File: config.mk
export PLATFORM = sky130hd
export DESIGN_NAME = ping_line_parser_flat
export DESIGN_NICKNAME = d
export VERILOG_FILES = /design/src/plp_pkg.sv /design/src/plp_in_if.sv /design/src/plp_out_if.sv /design/src/ping_line_parser.sv /design/src/flat_wrapper.sv
export SDC_FILE = /design/constraint.sdc
export NUM_CORES = 1
export LEC_CHECK = 0
export BUFFER_PORTS_ARGS = -buffer_cell sky130_fd_sc_hd__buf_4
export CAP_MARGIN = 20
export CORE_MARGIN = 5
export CORE_UTILIZATION = 54
export CTS_BUF_LIST = sky130_fd_sc_hd__clkbuf_8
export DETAILED_ROUTE_END_ITERATION = 10
export GPL_TIMING_DRIVEN = 1
export PLACE_DENSITY = 0.71
export SLEW_MARGIN = 20
export SYNTH_ARGS = -nofsm -noshare
export SYNTH_HDL_FRONTEND = slang
export SYNTH_SLANG_ARGS = --single-unit
File: constraint.sdc
create_clock -name i_clk -period 13.2 [get_ports i_clk]
set_clock_uncertainty 0.05 [all_clocks]
set_input_delay 3.3 -clock i_clk [delete_from_list [all_inputs] [get_ports i_clk]]
set_output_delay 3.3 -clock i_clk [all_outputs]
set_load 0.02 [all_outputs]
File: src/plp_pkg.sv
// plp_pkg: shared constants, phase codes and the prefix lookup for the ping line parser
// no dependencies; imported by the channel interfaces and by ping_line_parser
package plp_pkg;

    localparam int PAYLOAD_DEPTH = 32;
    localparam int LINE_LIMIT    = 64;

    // payload store addressing and fill counter widths
    localparam int PL_AW  = (PAYLOAD_DEPTH > 1) ? $clog2(PAYLOAD_DEPTH) : 1;
    localparam int FILL_W = $clog2(PAYLOAD_DEPTH + 1);

    localparam int BYTE_W  = 8;
    localparam int SEQ_W   = 32;
    localparam int COUNT_W = 6;
    localparam int BCNT_W  = 7;

    localparam logic [BCNT_W-1:0] BCNT_MAX = '1;

    // parse phases
    localparam logic [1:0] PH_PREFIX  = 2'd0;
    localparam logic [1:0] PH_FIRST   = 2'd1;
    localparam logic [1:0] PH_DIGITS  = 2'd2;
    localparam logic [1:0] PH_PAYLOAD = 2'd3;

    localparam logic [7:0] CH_CR      = 8'h0D;
    localparam logic [7:0] CH_LF      = 8'h0A;
    localparam logic [7:0] CH_SPACE   = 8'h20;
    localparam logic [7:0] CH_TILDE   = 8'h7E;
    localparam logic [7:0] CH_ZERO    = 8'h30;
    localparam logic [7:0] CH_NINE    = 8'h39;

    localparam logic [2:0] PREFIX_LAST = 3'd4;

    // largest value that can still take another digit
    localparam logic [SEQ_W-1:0] SEQ_LIMIT_DIV10 = 32'd429496729;
    localparam logic [3:0]       SEQ_LIMIT_MOD10 = 4'd5;

    // "PING " one character per position
    function automatic logic [7:0] prefix_char(input logic [2:0] pos);
        logic [7:0] c;
        case (pos)
            3'd0:    c = 8'h50;
            3'd1:    c = 8'h49;
            3'd2:    c = 8'h4E;
            3'd3:    c = 8'h47;
            3'd4:    c = 8'h20;
            default: c = 8'h00;
        endcase
        return c;
    endfunction

endpackage

File: src/plp_in_if.sv
// plp_in_if: valid/ready channel carrying one raw line byte per word
// depends on plp_pkg for field widths
interface plp_in_if;
    import plp_pkg::*;

    logic              valid;
    logic              ready;
    logic [BYTE_W-1:0] line_byte;
    logic              line_end;

    modport source (output valid, output line_byte, output line_end, input ready);
    modport sink   (input valid, input line_byte, input line_end, output ready);

endinterface

File: src/plp_out_if.sv
// plp_out_if: valid/ready channel carrying one parse result per word
// depends on plp_pkg for field widths
interface plp_out_if;
    import plp_pkg::*;

    logic               valid;
    logic               ready;
    logic               accepted;
    logic [SEQ_W-1:0]   sequence_number;
    logic [COUNT_W-1:0] payload_count;
    logic [BYTE_W-1:0]  payload_char;
    logic               final_result;

    modport source (output valid, output accepted, output sequence_number,
                    output payload_count, output payload_char, output final_result,
                    input ready);
    modport sink   (input valid, input accepted, input sequence_number,
                    input payload_count, input payload_char, input final_result,
                    output ready);

endinterface

File: src/ping_line_parser.sv
// ping_line_parser: parses "PING <seq> [payload]" text lines byte by byte
// depends on plp_pkg, plp_in_if and plp_out_if
//
//  channel    dir   word                                       modport
//  i_line     in    line_byte[7:0], line_end                   plp_in_if.sink
//  o_result   out   accepted, sequence_number[31:0],           plp_out_if.source
//                   payload_count[5:0], payload_char[7:0],
//                   final_result
//
// a byte is taken while the sequencer parses and the output register is free
// a line end that yields a single result loads the output register directly
// a line end with payload drains the memory word by word: ST_DRAIN reads, then ST_LOAD
// loads; the next line waits until every payload word is loaded, plus output stalls
// synchronous active-low reset clears the parse state and the output valid; the payload
// memory is never cleared, only entries written for the current line are read back
module ping_line_parser (
    input  logic           i_clk,
    input  logic           i_rst_n,
    plp_in_if.sink         i_line,
    plp_out_if.source      o_result
);
    import plp_pkg::*;

    // sequencer states
    localparam logic [1:0] ST_PARSE = 2'd0;
    localparam logic [1:0] ST_DRAIN = 2'd1;   // memory read in flight
    localparam logic [1:0] ST_LOAD  = 2'd2;   // read data ready for the output register

    // ---------------------------------------------------------------
    // registers
    // ---------------------------------------------------------------
    logic [1:0]        r_state;
    logic [1:0]        r_phase;
    logic [2:0]        r_ppos;
    logic [BCNT_W-1:0] r_bcnt;
    logic [SEQ_W-1:0]  r_acc;
    logic              r_brk;
    logic              r_rej;
    logic [FILL_W-1:0] r_fill;

    // drain context, captured at a line end that starts a payload drain
    logic [SEQ_W-1:0]  r_res_seq;
    logic [FILL_W-1:0] r_res_cnt;
    logic [FILL_W-1:0] r_rd_idx;

    // payload memory with registered read
    logic [BYTE_W-1:0] r_payload_mem [PAYLOAD_DEPTH];
    logic [BYTE_W-1:0] r_rd_data;

    // output register
    logic               r_out_valid;
    logic               r_out_acc;
    logic [SEQ_W-1:0]   r_out_seq;
    logic [COUNT_W-1:0] r_out_cnt;
    logic [BYTE_W-1:0]  r_out_char;
    logic               r_out_final;

    // ---------------------------------------------------------------
    // next values of the parse state for the byte on the input
    // ---------------------------------------------------------------
    logic [1:0]        n_phase;
    logic [2:0]        n_ppos;
    logic [BCNT_W-1:0] n_bcnt;
    logic [SEQ_W-1:0]  n_acc;
    logic              n_brk;
    logic              n_rej;
    logic [FILL_W-1:0] n_fill;
    logic              wr_en;

    logic [BYTE_W-1:0] in_b;
    logic              is_digit;
    logic [3:0]        digit;
    logic              digit_ovf;
    logic [SEQ_W-1:0]  acc_x10d;
    logic              line_ok;

    logic              out_free;
    logic              in_fire;
    logic              end_fire;
    logic              start_drain;
    logic              rd_last;

    assign in_b     = i_line.line_byte;
    assign is_digit = (in_b >= CH_ZERO) && (in_b <= CH_NINE);
    assign digit    = in_b[3:0];

    // overflow check before multiplying, then acc * 10 + d by shift and add
    assign digit_ovf = (r_acc > SEQ_LIMIT_DIV10)
                       || ((r_acc == SEQ_LIMIT_DIV10) && (digit > SEQ_LIMIT_MOD10));
    assign acc_x10d  = (r_acc << 3) + (r_acc << 1) + SEQ_W'(digit);

    always_comb begin
        n_phase = r_phase;
        n_ppos  = r_ppos;
        n_acc   = r_acc;
        n_brk   = r_brk;
        n_rej   = r_rej;
        n_fill  = r_fill;
        wr_en   = 1'b0;
        n_bcnt  = (r_bcnt == BCNT_MAX) ? r_bcnt : r_bcnt + 1'b1;

        if ((in_b == CH_CR) || (in_b == CH_LF)) begin
            // line break bytes are only legal as a trailing run
            n_brk = 1'b1;
        end else if (!r_rej) begin
            if (r_brk) begin
                n_rej = 1'b1;
            end else begin
                case (r_phase)
                    PH_PREFIX: begin
                        if (in_b != prefix_char(r_ppos)) begin
                            n_rej = 1'b1;
                        end else begin
                            n_ppos = r_ppos + 1'b1;
                            if (r_ppos == PREFIX_LAST) begin
                                n_phase = PH_FIRST;
                            end
                        end
                    end
                    PH_FIRST: begin
                        if (!is_digit || digit_ovf) begin
                            n_rej = 1'b1;
                        end else begin
                            n_acc = acc_x10d;
                        end
                        if (is_digit) begin
                            n_phase = PH_DIGITS;
                        end
                    end
                    PH_DIGITS: begin
                        if (is_digit) begin
                            if (digit_ovf) begin
                                n_rej = 1'b1;
                            end else begin
                                n_acc = acc_x10d;
                            end
                        end else if (in_b == CH_SPACE) begin
                            n_phase = PH_PAYLOAD;
                        end else begin
                            n_rej = 1'b1;
                        end
                    end
                    default: begin
                        // payload: printable only, bounded by the memory depth
                        if ((in_b < CH_SPACE) || (in_b > CH_TILDE)
                            || (r_fill >= FILL_W'(PAYLOAD_DEPTH))) begin
                            n_rej = 1'b1;
                        end else begin
                            wr_en  = 1'b1;
                            n_fill = r_fill + 1'b1;
                        end
                    end
                endcase
            end
        end
    end

    assign line_ok = !n_rej && (n_bcnt < BCNT_W'(LINE_LIMIT))
                     && ((n_phase == PH_DIGITS) || (n_phase == PH_PAYLOAD));

    // ---------------------------------------------------------------
    // handshakes
    // ---------------------------------------------------------------
    assign out_free     = !r_out_valid || o_result.ready;
    assign i_line.ready = (r_state == ST_PARSE) && out_free;
    assign in_fire      = i_line.valid && i_line.ready;
    assign end_fire     = in_fire && i_line.line_end;
    assign start_drain  = end_fire && line_ok && (n_fill != '0);
    assign rd_last      = (r_rd_idx == r_res_cnt - 1'b1);

    // ---------------------------------------------------------------
    // parse state and sequencer
    // ---------------------------------------------------------------
    always_ff @(posedge i_clk) begin
        if (!i_rst_n) begin
            r_state  <= ST_PARSE;
            r_phase  <= PH_PREFIX;
            r_ppos   <= '0;
            r_bcnt   <= '0;
            r_acc    <= '0;
            r_brk    <= 1'b0;
            r_rej    <= 1'b0;
            r_fill   <= '0;
            r_rd_idx <= '0;
        end else begin
            if (in_fire) begin
                if (i_line.line_end) begin
                    // every line end leaves a clean parser for the next line
                    r_phase <= PH_PREFIX;
                    r_ppos  <= '0;
                    r_bcnt  <= '0;
                    r_acc   <= '0;
                    r_brk   <= 1'b0;
                    r_rej   <= 1'b0;
                    r_fill  <= '0;
                end else begin
                    r_phase <= n_phase;
                    r_ppos  <= n_ppos;
                    r_bcnt  <= n_bcnt;
                    r_acc   <= n_acc;
                    r_brk   <= n_brk;
                    r_rej   <= n_rej;
                    r_fill  <= n_fill;
                end
            end

            case (r_state)
                ST_PARSE: begin
                    if (start_drain) begin
                        r_rd_idx <= '0;
                        r_state  <= ST_DRAIN;
                    end
                end
                ST_DRAIN: begin
                    r_state <= ST_LOAD;
                end
                ST_LOAD: begin
                    if (out_free) begin
                        r_rd_idx <= r_rd_idx + 1'b1;
                        r_state  <= rd_last ? ST_PARSE : ST_DRAIN;
                    end
                end
                default: begin
                    r_state <= ST_PARSE;
                end
            endcase
        end
    end

    // drain context needs no reset
    always_ff @(posedge i_clk) begin
        if (start_drain) begin
            r_res_seq <= n_acc;
            r_res_cnt <= n_fill;
        end
    end

    // ---------------------------------------------------------------
    // payload memory: one write port while parsing, one registered read
    // ---------------------------------------------------------------
    always_ff @(posedge i_clk) begin
        if (in_fire && wr_en) begin
            r_payload_mem[r_fill[PL_AW-1:0]] <= in_b;
        end
        r_rd_data <= r_payload_mem[r_rd_idx[PL_AW-1:0]];
    end

    // ---------------------------------------------------------------
    // output register
    // ---------------------------------------------------------------
    always_ff @(posedge i_clk) begin
        if (!i_rst_n) begin
            r_out_valid <= 1'b0;
        end else if ((end_fire && !start_drain) || ((r_state == ST_LOAD) && out_free)) begin
            r_out_valid <= 1'b1;
        end else if (o_result.ready) begin
            r_out_valid <= 1'b0;
        end
    end

    always_ff @(posedge i_clk) begin
        if (end_fire && !start_drain) begin
            // verdict only: rejected line or accepted line without payload
            r_out_acc   <= line_ok;
            r_out_seq   <= line_ok ? n_acc : '0;
            r_out_cnt   <= '0;
            r_out_char  <= '0;
            r_out_final <= 1'b1;
        end else if ((r_state == ST_LOAD) && out_free) begin
            r_out_acc   <= 1'b1;
            r_out_seq   <= r_res_seq;
            r_out_cnt   <= COUNT_W'(r_res_cnt);
            r_out_char  <= r_rd_data;
            r_out_final <= rd_last;
        end
    end

    assign o_result.valid           = r_out_valid;
    assign o_result.accepted        = r_out_acc;
    assign o_result.sequence_number = r_out_seq;
    assign o_result.payload_count   = r_out_cnt;
    assign o_result.payload_char    = r_out_char;
    assign o_result.final_result    = r_out_final;

endmodule
File: src/flat_wrapper.sv
// flat-port wrapper written by rule: the top's interface ports become plain ports
module ping_line_parser_flat import plp_pkg::*;
  (i_clk, i_rst_n, i_line_valid, i_line_line_byte, i_line_line_end, i_line_ready, o_result_valid, o_result_accepted, o_result_sequence_number, o_result_payload_count, o_result_payload_char, o_result_final_result, o_result_ready);
  plp_in_if i_line_i ();
  plp_out_if o_result_i ();
  input  logic i_clk;
  input  logic i_rst_n;
  input wire logic [$bits(i_line_i.valid)-1:0] i_line_valid;
  input wire logic [$bits(i_line_i.line_byte)-1:0] i_line_line_byte;
  input wire logic [$bits(i_line_i.line_end)-1:0] i_line_line_end;
  output wire logic [$bits(i_line_i.ready)-1:0] i_line_ready;
  output wire logic [$bits(o_result_i.valid)-1:0] o_result_valid;
  output wire logic [$bits(o_result_i.accepted)-1:0] o_result_accepted;
  output wire logic [$bits(o_result_i.sequence_number)-1:0] o_result_sequence_number;
  output wire logic [$bits(o_result_i.payload_count)-1:0] o_result_payload_count;
  output wire logic [$bits(o_result_i.payload_char)-1:0] o_result_payload_char;
  output wire logic [$bits(o_result_i.final_result)-1:0] o_result_final_result;
  input wire logic [$bits(o_result_i.ready)-1:0] o_result_ready;
  assign i_line_i.valid = i_line_valid;
  assign i_line_i.line_byte = i_line_line_byte;
  assign i_line_i.line_end = i_line_line_end;
  assign i_line_ready = i_line_i.ready;
  assign o_result_valid = o_result_i.valid;
  assign o_result_accepted = o_result_i.accepted;
  assign o_result_sequence_number = o_result_i.sequence_number;
  assign o_result_payload_count = o_result_i.payload_count;
  assign o_result_payload_char = o_result_i.payload_char;
  assign o_result_final_result = o_result_i.final_result;
  assign o_result_i.ready = o_result_ready;
  ping_line_parser u_core (.i_clk(i_clk), .i_rst_n(i_rst_n), .i_line(i_line_i), .o_result(o_result_i));
endmodule
Yosys cells after proc, flatten, opt, wreduce, memory -nomap -nowiden
Memories as Yosys holds them, arrays and structs flattened. A register that Yosys moved wholly into a read port is not among the register bits.
Index checks and enable logic that the tools add are counted.
{ "word_totals": {"ff_bits": 147, "ram_bits": 256, "inputBits": 13, "out_inout_bits": 50, "wordCells": 165, "mem_count": 1} }
{ "memory_table": {"columns": ["memory", "words", "word_bits", "read_ports", "rd_clocked_by_memory_dff", "write_ports", "line_no", "rtl"], "rows": [
  ["u_core.r_payload_mem", 32, 8, 1, 1, 1, "ping_line_parser.sv:47", "logic [BYTE_W-1:0] r_payload_mem [PAYLOAD_DEPTH];"]
]} }
{ "classes": {"addsub": 7, "magnitude_cmp": 8, "n_eq_ne": 23, "n_mux": 71, "reduce_logical": 38} }
{ "ops": {"columns": ["cell", "count"], "rows": [
  ["$mux 32", 10],
  ["$pmux 32 s2", 1],
  ["$mux 6", 8],
  ["$pmux 7 s5", 1],
  ["$add 32x32->32", 1],
  ["$add 32x4->32", 1],
  ["$eq 32x29->1 const B", 1],
  ["$gt 32x29->1 const B", 1],
  ["$mux 8", 4],
  ["$mux 1", 24],
  ["$mux 2", 11],
  ["$mux 3", 6],
  ["$eq 8x4->1 const B", 2],
  ["$mux 7", 2],
  ["$add 6x1->6 const B", 2],
  ["$logic_and 1x1->1", 12],
  ["$pmux 2 s3", 2],
  ["$pmux 6 s2", 1],
  ["$reduce_bool 2->1", 5],
  ["$eq 2x2->1 const B", 4],
  ["$eq 8x6->1 const B", 1],
  ["$ge 8x6->1 const B", 1],
  ["$gt 8x7->1 const B", 1],
  ["$le 8x6->1 const B", 1],
  ["26 further kinds", 44]
]} }

Depth between registers and ports, before layout
Gate-level depths: netlist of run 1.
{ "logic_depth": {"ltp_word": 21, "ltp_mapped": 14, "depth_no_buf": 13} }

Least setup slack after synthesis of run 1
Ideal clock, no wire load.
{ "synth_timing": {"kind": "input -> output", "from": "input o_result_ready", "to": "output i_line_ready", "arrival_ns": 3.885, "t_required_ns": 9.850, "setup_slack_ns": 5.965, "path_stages": 2, "path_buffers": 0, "cell_sequence": "nor2b_1 -> nor3_1"} }
{ "synth_between": {"elab_chain_cells": 2} }
{ "synth_rtl": {"columns": ["element", "line_no", "rtl"], "rows": [
  ["start: declaration", "flat_wrapper.sv:18", "input wire logic [$bits(o_result_i.ready)-1:0] o_result_ready;"],
  ["$logic_or 1x1->1", "ping_line_parser.sv:164", "assign out_free = !r_out_valid || o_result.ready;"],
  ["$logic_and 1x1->1", "ping_line_parser.sv:165", "assign i_line.ready = (r_state == ST_PARSE) && out_free;"],
  ["end: declaration", "flat_wrapper.sv:11", "output wire logic [$bits(i_line_i.ready)-1:0] i_line_ready;"]
]} }
No other way between the ends.

Worst setup path in the final report of run 1
Same ends and word-level chain as after synthesis.

==> results of run 1 <==
-- worst paths after layout --
kind,from,to,cells after the start
max,o_result_ready,i_line_ready,4
min,u_core.r_rd_data[2],u_core.o_result.payload_char[2],2
max reg2reg,u_core.r_ppos[1],u_core.o_result.sequence_number[10],11
min reg2reg,u_core.r_rd_data[2],u_core.o_result.payload_char[2],2
-- cells by family (layout without fill, tap and decap cells) --
group,after synthesis,count (layout),share of synthesized area
multiplexers,90,90,0.102
XOR/XNOR,44,44,0.0206
AO/OA/AOI/OAI,265,265,0.0992
flip-flops,411,411,0.615
AND/OR/NAND/NOR,337,337,0.0900
other,0,1,0
buffers and inverters,96,225,0.0201
adder cells (fa/ha/maj),78,78,0.0530
-- worst max-delay path: stages --
cell and delay, ns:
sky130_fd_sc_hd__buf_4 0.08, sky130_fd_sc_hd__nor2b_1 0.05, sky130_fd_sc_hd__nor3_1 0.71, sky130_fd_sc_hd__buf_4 0.28
-- per-layer routing --
layer	part of all wire	routed length (µm)
met5	0	0
met4	0.033	1420
met3	0.068	2940
met2	0.47	20300
met1	0.43	18500
-- through the flow --
stage / setup slack (ns) / area (µm²) / util / power (mW) / hold WS, ns
final: 5.43 / 20900 / 0.607 / 2.52 / 0.400
after CTS: 5.42 / 20900 / 0.607 / 2.54 / 0.408
after global placement: 5.43 / 19600 / 0.570 / 1.49 / 0.393
after detailed placement: 5.43 / 19600 / 0.570 / 1.49 / 0.402
after floorplan: 5.97 / 18700 / - / 1.46 / 0.376
after global routing: 5.34 / 20900 / 0.607 / 2.61 / 0.435
-- area by class of cell --
class	count	area [µm²]
clock buffers	74	1020
repair buffers	72	541
inverters	35	131
multi-input cells	814	6840
flip-flops and latches	411	11500
diodes	1	2.50
fillers	2608	13500
clock inverters	44	259
well taps	455	569
-- registers in the layout, summed over array words and instances, names as in the netlist, 6 cells and up --
signal                           cells
u_core.r_fill                        6
u_core.r_rd_data                     8
u_core.r_res_cnt                     6
u_core.r_bcnt                        7
u_core.o_result.payload_count        6
u_core.r_acc                        32
u_core.r_rd_idx                      6
u_core.r_res_seq                    32
u_core.r_payload_mem               256
u_core.o_result.sequence_number     32
u_core.o_result.payload_char         8
-- power by group --
part / switching, mW / total [mW] / internal [mW]
clock network: 0.495 / 1.05 / 0.558
logic: 0.0447 / 0.0620 / 0.0174
registers: 0.00352 / 1.40 / 1.40
-- layout by cell type (no fill, tap or decap), types with 5 or more instances in the layout --
cell type | synthesis | routed
sky130_fd_sc_hd__edfxtp_1 | 327 | 327
sky130_fd_sc_hd__nand2_1 | 104 | 104
sky130_fd_sc_hd__dfxtp_1 | 84 | 81
sky130_fd_sc_hd__mux4_2 | 80 | 80
sky130_fd_sc_hd__nor2_1 | 79 | 79
sky130_fd_sc_hd__ha_1 | 76 | 76
sky130_fd_sc_hd__clkbuf_8 | 0 | 74
sky130_fd_sc_hd__buf_4 | 1 | 72
sky130_fd_sc_hd__inv_1 | 35 | 60
sky130_fd_sc_hd__o21ai_0 | 53 | 53
sky130_fd_sc_hd__a22o_1 | 51 | 51
sky130_fd_sc_hd__a21oi_1 | 45 | 45
sky130_fd_sc_hd__xnor2_1 | 28 | 28
sky130_fd_sc_hd__nor2b_1 | 23 | 23
sky130_fd_sc_hd__nand3_1 | 23 | 23
sky130_fd_sc_hd__a21boi_0 | 18 | 18
sky130_fd_sc_hd__a22oi_1 | 17 | 17
sky130_fd_sc_hd__xor2_1 | 16 | 16
sky130_fd_sc_hd__nand2b_1 | 14 | 14
sky130_fd_sc_hd__nand4_1 | 12 | 12
sky130_fd_sc_hd__or3_1 | 12 | 12
sky130_fd_sc_hd__a21o_1 | 11 | 11
sky130_fd_sc_hd__nor3_1 | 11 | 11
sky130_fd_sc_hd__and2_1 | 10 | 10
sky130_fd_sc_hd__mux2_2 | 9 | 9
sky130_fd_sc_hd__a31oi_1 | 8 | 8
sky130_fd_sc_hd__nor3b_1 | 7 | 7
sky130_fd_sc_hd__nand3b_1 | 7 | 7
sky130_fd_sc_hd__a211oi_1 | 7 | 7
sky130_fd_sc_hd__o211ai_1 | 7 | 7
sky130_fd_sc_hd__clkinv_2 | 0 | 7
sky130_fd_sc_hd__and3_1 | 6 | 6
sky130_fd_sc_hd__o2bb2ai_1 | 6 | 6
sky130_fd_sc_hd__o21bai_1 | 5 | 5
==> impl_metrics.env, run 1 <==
export IMPL_outcome="finished, final reports clean"
export IMPL_worstPathRequired_ns=9.85
export IMPL_setup_tns_final_ns=0
export IMPL_tritoncts="done"
export IMPL_synth_area_leader_cell="sky130_fd_sc_hd__edfxtp_1"
export IMPL_max_capacitance_violation_count=0
export IMPL_synth_seq_cells=411
export IMPL_overall_overflow_remaining_after_global_route=0
export IMPL_netlist_area_pre_place_um2=18700
export IMPL_syn_inst=1321
export IMPL_final_layout_size_suffix_gt1_frac=0.188
export IMPL_ioPinCount=63
export IMPL_routed_wirelength_um=43100
export IMPL_route_vias_total=11600
export IMPL_fmax_mhz=129
export IMPL_yosysWarnings=0
export IMPL_detail_route_drc_violations=0
export IMPL_power_static_leakage_nw=7.33
export IMPL_post_synth_num_cell_types=77
export IMPL_use_met1=0.320
export IMPL_clock_path_buffers=3
export IMPL_finalNetCount=1491
export IMPL_worst_slew_pin_transition_ns=1.04
export IMPL_tritoncts_num_sinks=411
export IMPL_port_buffers=62
export IMPL_initial_antenna_violation_count=0
export IMPL_crit_fanout=3
export IMPL_worst_r2r_setup_slack_ns=8.79
export IMPL_cts_root_buf="sky130_fd_sc_hd__clkbuf_8"
export IMPL_first_global_vias=11800
export IMPL_cp_data_arrival_time_ns=4.42
export IMPL_routedWlPerCell_um=22.6
export IMPL_synthesized_net_count=1412
export IMPL_route_detailed_vias_per_inst=6.11
export IMPL_fp_dieArea_um2=38500
export IMPL_ys_top_cells_by_area="sky130_fd_sc_hd__edfxtp_1, sky130_fd_sc_hd__mux4_2, sky130_fd_sc_hd__dfxtp_1"
export IMPL_dp_hpwl_um=28200
export IMPL_synth_top_area_share=0.525
export IMPL_core_area_um2=34400
export IMPL_async_reset_ff_frac=0
export IMPL_p_per_area_nw_per_um2=121
export IMPL_cts_resized_gates=0
export IMPL_peak_usage_layer_in_the_global_routing_report="met2"
export IMPL_min_period_ns=7.77
export IMPL_hold_violations=0
export IMPL_post_cts_hold_buffer_count=0
export IMPL_fp_dieH_um=196
export IMPL_cts_buffers_inserted=66
export IMPL_grtUsageTotal=0.227
export IMPL_placedCellCount=1787
export IMPL_final_cells=1906
export IMPL_slew_viol_final=0
export IMPL_timing_final_setup_violations=0
export IMPL_layout_area_overhead_vs_synth_pct=11.6
export IMPL_endpoint_kind="output port"
export IMPL_detailedRoute_firstIterationViolations=1003
export IMPL_clk_pin_slew_ns=0.06
export IMPL_crit_path_start_kind="input port"
export IMPL_final_estimated_routing_congestion_in_global_placement=0.905
export IMPL_synth_area_per_cell_um2=14.2
export IMPL_holdCritPathClass="reg2reg"
export IMPL_grtUsageMet2=0.357
export IMPL_setup_repair_after_global_routing_missed_its_margin="false"
export IMPL_post_cts_setup_buffers=0
export IMPL_final_min_period_over_clock_period=0.589
export IMPL_groute_layer_met3_usage=0.0393
export IMPL_grt_first_pass_wirelength_um=67500
export IMPL_dr_pass1_iters=5
export IMPL_worstSetupPathType="in2out"
export IMPL_synth_most_common_cell="sky130_fd_sc_hd__edfxtp_1"
export IMPL_peakVddDrop_uv=91.4
export IMPL_fp_row_count=68
export IMPL_maxSlewHeadroom=0.306
export IMPL_initial_utilization=0.544
export IMPL_synth_common_cells="sky130_fd_sc_hd__edfxtp_1, sky130_fd_sc_hd__nand2_1, sky130_fd_sc_hd__dfxtp_1"
export IMPL_htree_levels=3
export IMPL_clock_insertion_delay_worst_skew_ns=0.60
export IMPL_drtAntennaViolNets=0
export IMPL_ys_seq_area_frac=0.615
export IMPL_grt_max_degree=69
export IMPL_die_width_um=196
export IMPL_postSynth_topFlopCell="sky130_fd_sc_hd__edfxtp_1"
export IMPL_synth_edf_count=327
Note: power is estimated with default switching activity, not from simulation.
==> run 2: changes to the inputs <==
--- a/config.mk
+++ b/config.mk
@@ -5,6 +5,7 @@
 export SDC_FILE = /design/constraint.sdc
 export NUM_CORES = 1
 export LEC_CHECK = 0
+export ABC_AREA = 1
 export BUFFER_PORTS_ARGS = -buffer_cell sky130_fd_sc_hd__buf_4
 export CAP_MARGIN = 20
 export CORE_MARGIN = 5
==> constraint.sdc (replaced) <==
create_clock -name i_clk -period 7.68 [get_ports i_clk]
set_clock_uncertainty 0.05 [all_clocks]
set_input_delay 1.92 -clock i_clk [delete_from_list [all_inputs] [get_ports i_clk]]
set_output_delay 1.92 -clock i_clk [all_outputs]
set_load 0.02 [all_outputs]
==> run 2 against run 1 <==
Non-clock buffer count is 10 higher. Sequential power rose by 72%. Critical path depth rose by 11. Cell count rose by 39%. Routed wire length grew 22%. Global-route usage up 2.8 points. First-iteration DRC count increased by 54%. Critical path type is now in2reg. Largest power group unchanged.
==> impl_metrics.env, run 2 <==
export IMPL_critical_path_slowest_cell="sky130_fd_sc_hd__inv_1"
export IMPL_worstPathRequired_ns=7.91
export IMPL_port_buffers=62
export IMPL_synth_top_area_share=0.496
export IMPL_worst_hold_path_endpoint="u_core.o_result.payload_char[7]"
export IMPL_netlist_area_pre_place_um2=19800
export IMPL_peakVddDrop_uv=125
export IMPL_synth_edf_count=327
export IMPL_yosysWarnings=0
export IMPL_cp_data_arrival_time_ns=5.48
export IMPL_power_static_leakage_nw=8.25
export IMPL_worst_r2r_path_depth=17
export IMPL_worst_hold_path_num_cells=2
export IMPL_max_capacitance_violation_count=0
export IMPL_slew_viol_final=0
export IMPL_clk_pin_slew_ns=0.06
export IMPL_syn_inst=2057
export IMPL_dp_hpwl_um=34800
export IMPL_detail_route_drc_violations=0
export IMPL_tritoncts_num_sinks=411
export IMPL_finalNetCount=2211
export IMPL_dr_pass1_iters=6
export IMPL_cts_resized_gates=0
export IMPL_timing_final_setup_violations=0
export IMPL_post_synth_num_cell_types=53
export IMPL_synth_area_per_cell_um2=9.62
export IMPL_post_cts_setup_buffers=0
export IMPL_initial_antenna_violation_count=0
export IMPL_register_area_um2=11500
export IMPL_synth_seq_cells=411
export IMPL_route_detailed_vias_per_inst=5.86
export IMPL_htree_levels=3
export IMPL_routed_wirelength_um=52700
export IMPL_crit_path_start_kind="input port"
export IMPL_setup_tns_final_ns=0
export IMPL_layout_filler_cells=3057
export IMPL_drtAntennaViolNets=0
export IMPL_core_area_um2=36400
export IMPL_crit_start="i_line_line_byte[1]"
export IMPL_most_common_layout_cells="sky130_fd_sc_hd__nand2_1, sky130_fd_sc_hd__edfxtp_1, sky130_fd_sc_hd__nor2_1"
export IMPL_grt_max_degree=76
export IMPL_worst_slew_pin_transition_ns=1.13
export IMPL_critical_path_cell_chain="buf_4, nor2_1, nor2_1, nor3_1, nand2_1, inv_1, nand2_1, nand2_1, nand2_1, nand2_1, nand2_1, nand2_1, nand4_4, inv_1, buf_4"
export IMPL_number_of_flip_flops_under_the_largest_register_name=256
export IMPL_ioPinCount=63
export IMPL_post_cts_hold_buffer_count=0
export IMPL_synthesized_net_count=2148
export IMPL_synth_common_cells="sky130_fd_sc_hd__nand2_1, sky130_fd_sc_hd__edfxtp_1, sky130_fd_sc_hd__nor2_1"
export IMPL_worst_r2r_setup_slack_ns=3.27
export IMPL_cp_num_buf_inv=4
export IMPL_route_vias_total=15500
export IMPL_timing_critical_path_slowest_cell_delay_ns=0.79
export IMPL_synth_most_common_cell="sky130_fd_sc_hd__nand2_1"
export IMPL_tritoncts="done"
export IMPL_most_common_cell_after_layout_fill_and_taps_aside="sky130_fd_sc_hd__nand2_1"
export IMPL_cts_buffers_inserted=68
export IMPL_outcome="finished, final reports clean"
export IMPL_cts_root_buf="sky130_fd_sc_hd__clkbuf_8"
export IMPL_setup_repair_after_global_routing_missed_its_margin="false"
export IMPL_ys_seq_area_frac=0.581
export IMPL_endpoint_kind="flip-flop"
export IMPL_final_layout_size_suffix_gt1_frac=0.0966
export IMPL_critPathMostFrequentCell="sky130_fd_sc_hd__nand2_1"
export IMPL_fp_dieArea_um2=40600
export IMPL_initial_utilization=0.543
export IMPL_p_per_area_nw_per_um2=204
export IMPL_clock_path_buffers=3
export IMPL_layout_area_overhead_vs_synth_pct=10.9
export IMPL_grtUsageTotal=0.255
export IMPL_clock_insertion_delay_worst_skew_ns=0.63
export IMPL_synth_area_leader_cell="sky130_fd_sc_hd__edfxtp_1"
export IMPL_grt_first_pass_wirelength_um=82400
export IMPL_routedWlPerCell_um=20.0
export IMPL_crit_fanout=36
export IMPL_die_width_um=201
export IMPL_maxSlewHeadroom=0.247
export IMPL_regToRegEndpoint="u_core.r_res_seq[26]"
export IMPL_critical_path_top_delay_family="simple AND/OR/NAND/NOR gates"
export IMPL_final_core_util=0.602
export IMPL_first_global_vias=14700
export IMPL_worstHoldStart="u_core.r_rd_data[7]"
export IMPL_final_estimated_routing_congestion_in_global_placement=0.955
export IMPL_detailedRoute_firstIterationViolations=1545
export IMPL_worstSetupPathType="in2reg"
export IMPL_final_min_period_over_clock_period=0.683
export IMPL_holdCritPathClass="reg2reg"
export IMPL_overall_overflow_remaining_after_global_route=0
export IMPL_area_of_the_multi_input_gates_um2=7300
export IMPL_fp_dieH_um=201
export IMPL_ys_top_cells_by_area="sky130_fd_sc_hd__edfxtp_1, sky130_fd_sc_hd__dfxtp_1, sky130_fd_sc_hd__nand2_1"
export IMPL_power_consumption_mw=4.48
export IMPL_postSynth_topFlopCell="sky130_fd_sc_hd__edfxtp_1"
export IMPL_async_reset_ff_frac=0
export IMPL_fmax_mhz=191
export IMPL_insertedDiodeCount=0
export IMPL_hold_violations=0
export IMPL_fp_row_count=70
export IMPL_crit_reg2reg_launch="u_core.r_acc[22]"
export IMPL_min_period_ns=5.25
run 2: metal layers:
layer / GRT usage / part of all wire
met5: 0 / 0
met4: 0.0779 / 0.023
met3: 0.0496 / 0.088
met2: 0.394 / 0.45
met1: 0.369 / 0.44
run 2: tightest hold or removal path: stages, from the launching register on:
cell and delay, ns:
sky130_fd_sc_hd__dfxtp_1 0.29, sky130_fd_sc_hd__nand2_1 0.06, sky130_fd_sc_hd__a21oi_1 0.06
run 2: cell type report:
| class | instances | area share |
|---|---|---|
| clock buffers | 73 | 0.0458 |
| flip-flops and latches | 411 | 0.524 |
| multi-input cells | 1405 | 0.333 |
| repair buffers | 82 | 0.0280 |
| clock inverters | 51 | 0.0164 |
| well taps | 468 | 0.0267 |
| inverters | 152 | 0.0264 |
run 2: report_power, final:
group | total [mW] | internal [mW] | switching [mW]
Combinational | 0.135 | 0.0315 | 0.103
Sequential | 2.41 | 2.41 | 0.00534
Clock | 1.93 | 1.03 | 0.899
run 2: worst max path at each step:
| stage | to | slack, ns | cells after the start |
|---|---|---|---|
| final | u_core.r_res_seq[26] | 2.43 | 15 |
| after global routing | u_core.o_result.sequence_number[28] | 2.11 | 15 |
| after CTS | u_core.r_res_seq[26] | 2.50 | 15 |
| after detailed placement | u_core.r_res_seq[22] | 1.88 | 15 |
| after global placement | u_core.r_res_seq[22] | 2.02 | 15 |
| after floorplan | u_core.o_result.accepted | 2.90 | 11 |
run 2: logic make-up after synthesis:
logic type               Yosys count  synth area share
AO/OA/AOI/OAI                    482             0.138
XOR/XNOR                          29            0.0128
buffers and inverters            241            0.0506
adder cells (fa/ha/maj)           78            0.0501
AND/OR/NAND/NOR                  816             0.167
flip-flops                       411             0.581
run 2: stage by stage:
| step | setup WS (ns) | hold slack, ns | area [µm²] | cells |
|---|---|---|---|---|
| final | 2.43 | 0.407 | 21900 | 2642 |
| after global routing | 2.11 | 0.449 | 21900 | 2642 |
| after CTS | 2.50 | 0.411 | 21900 | 2642 |
| after detailed placement | 1.88 | 0.404 | 20600 | 2518 |
| after global placement | 2.02 | 0.399 | 20600 | 2518 |
| after floorplan | 2.90 | 0.377 | 19800 | 2057 |
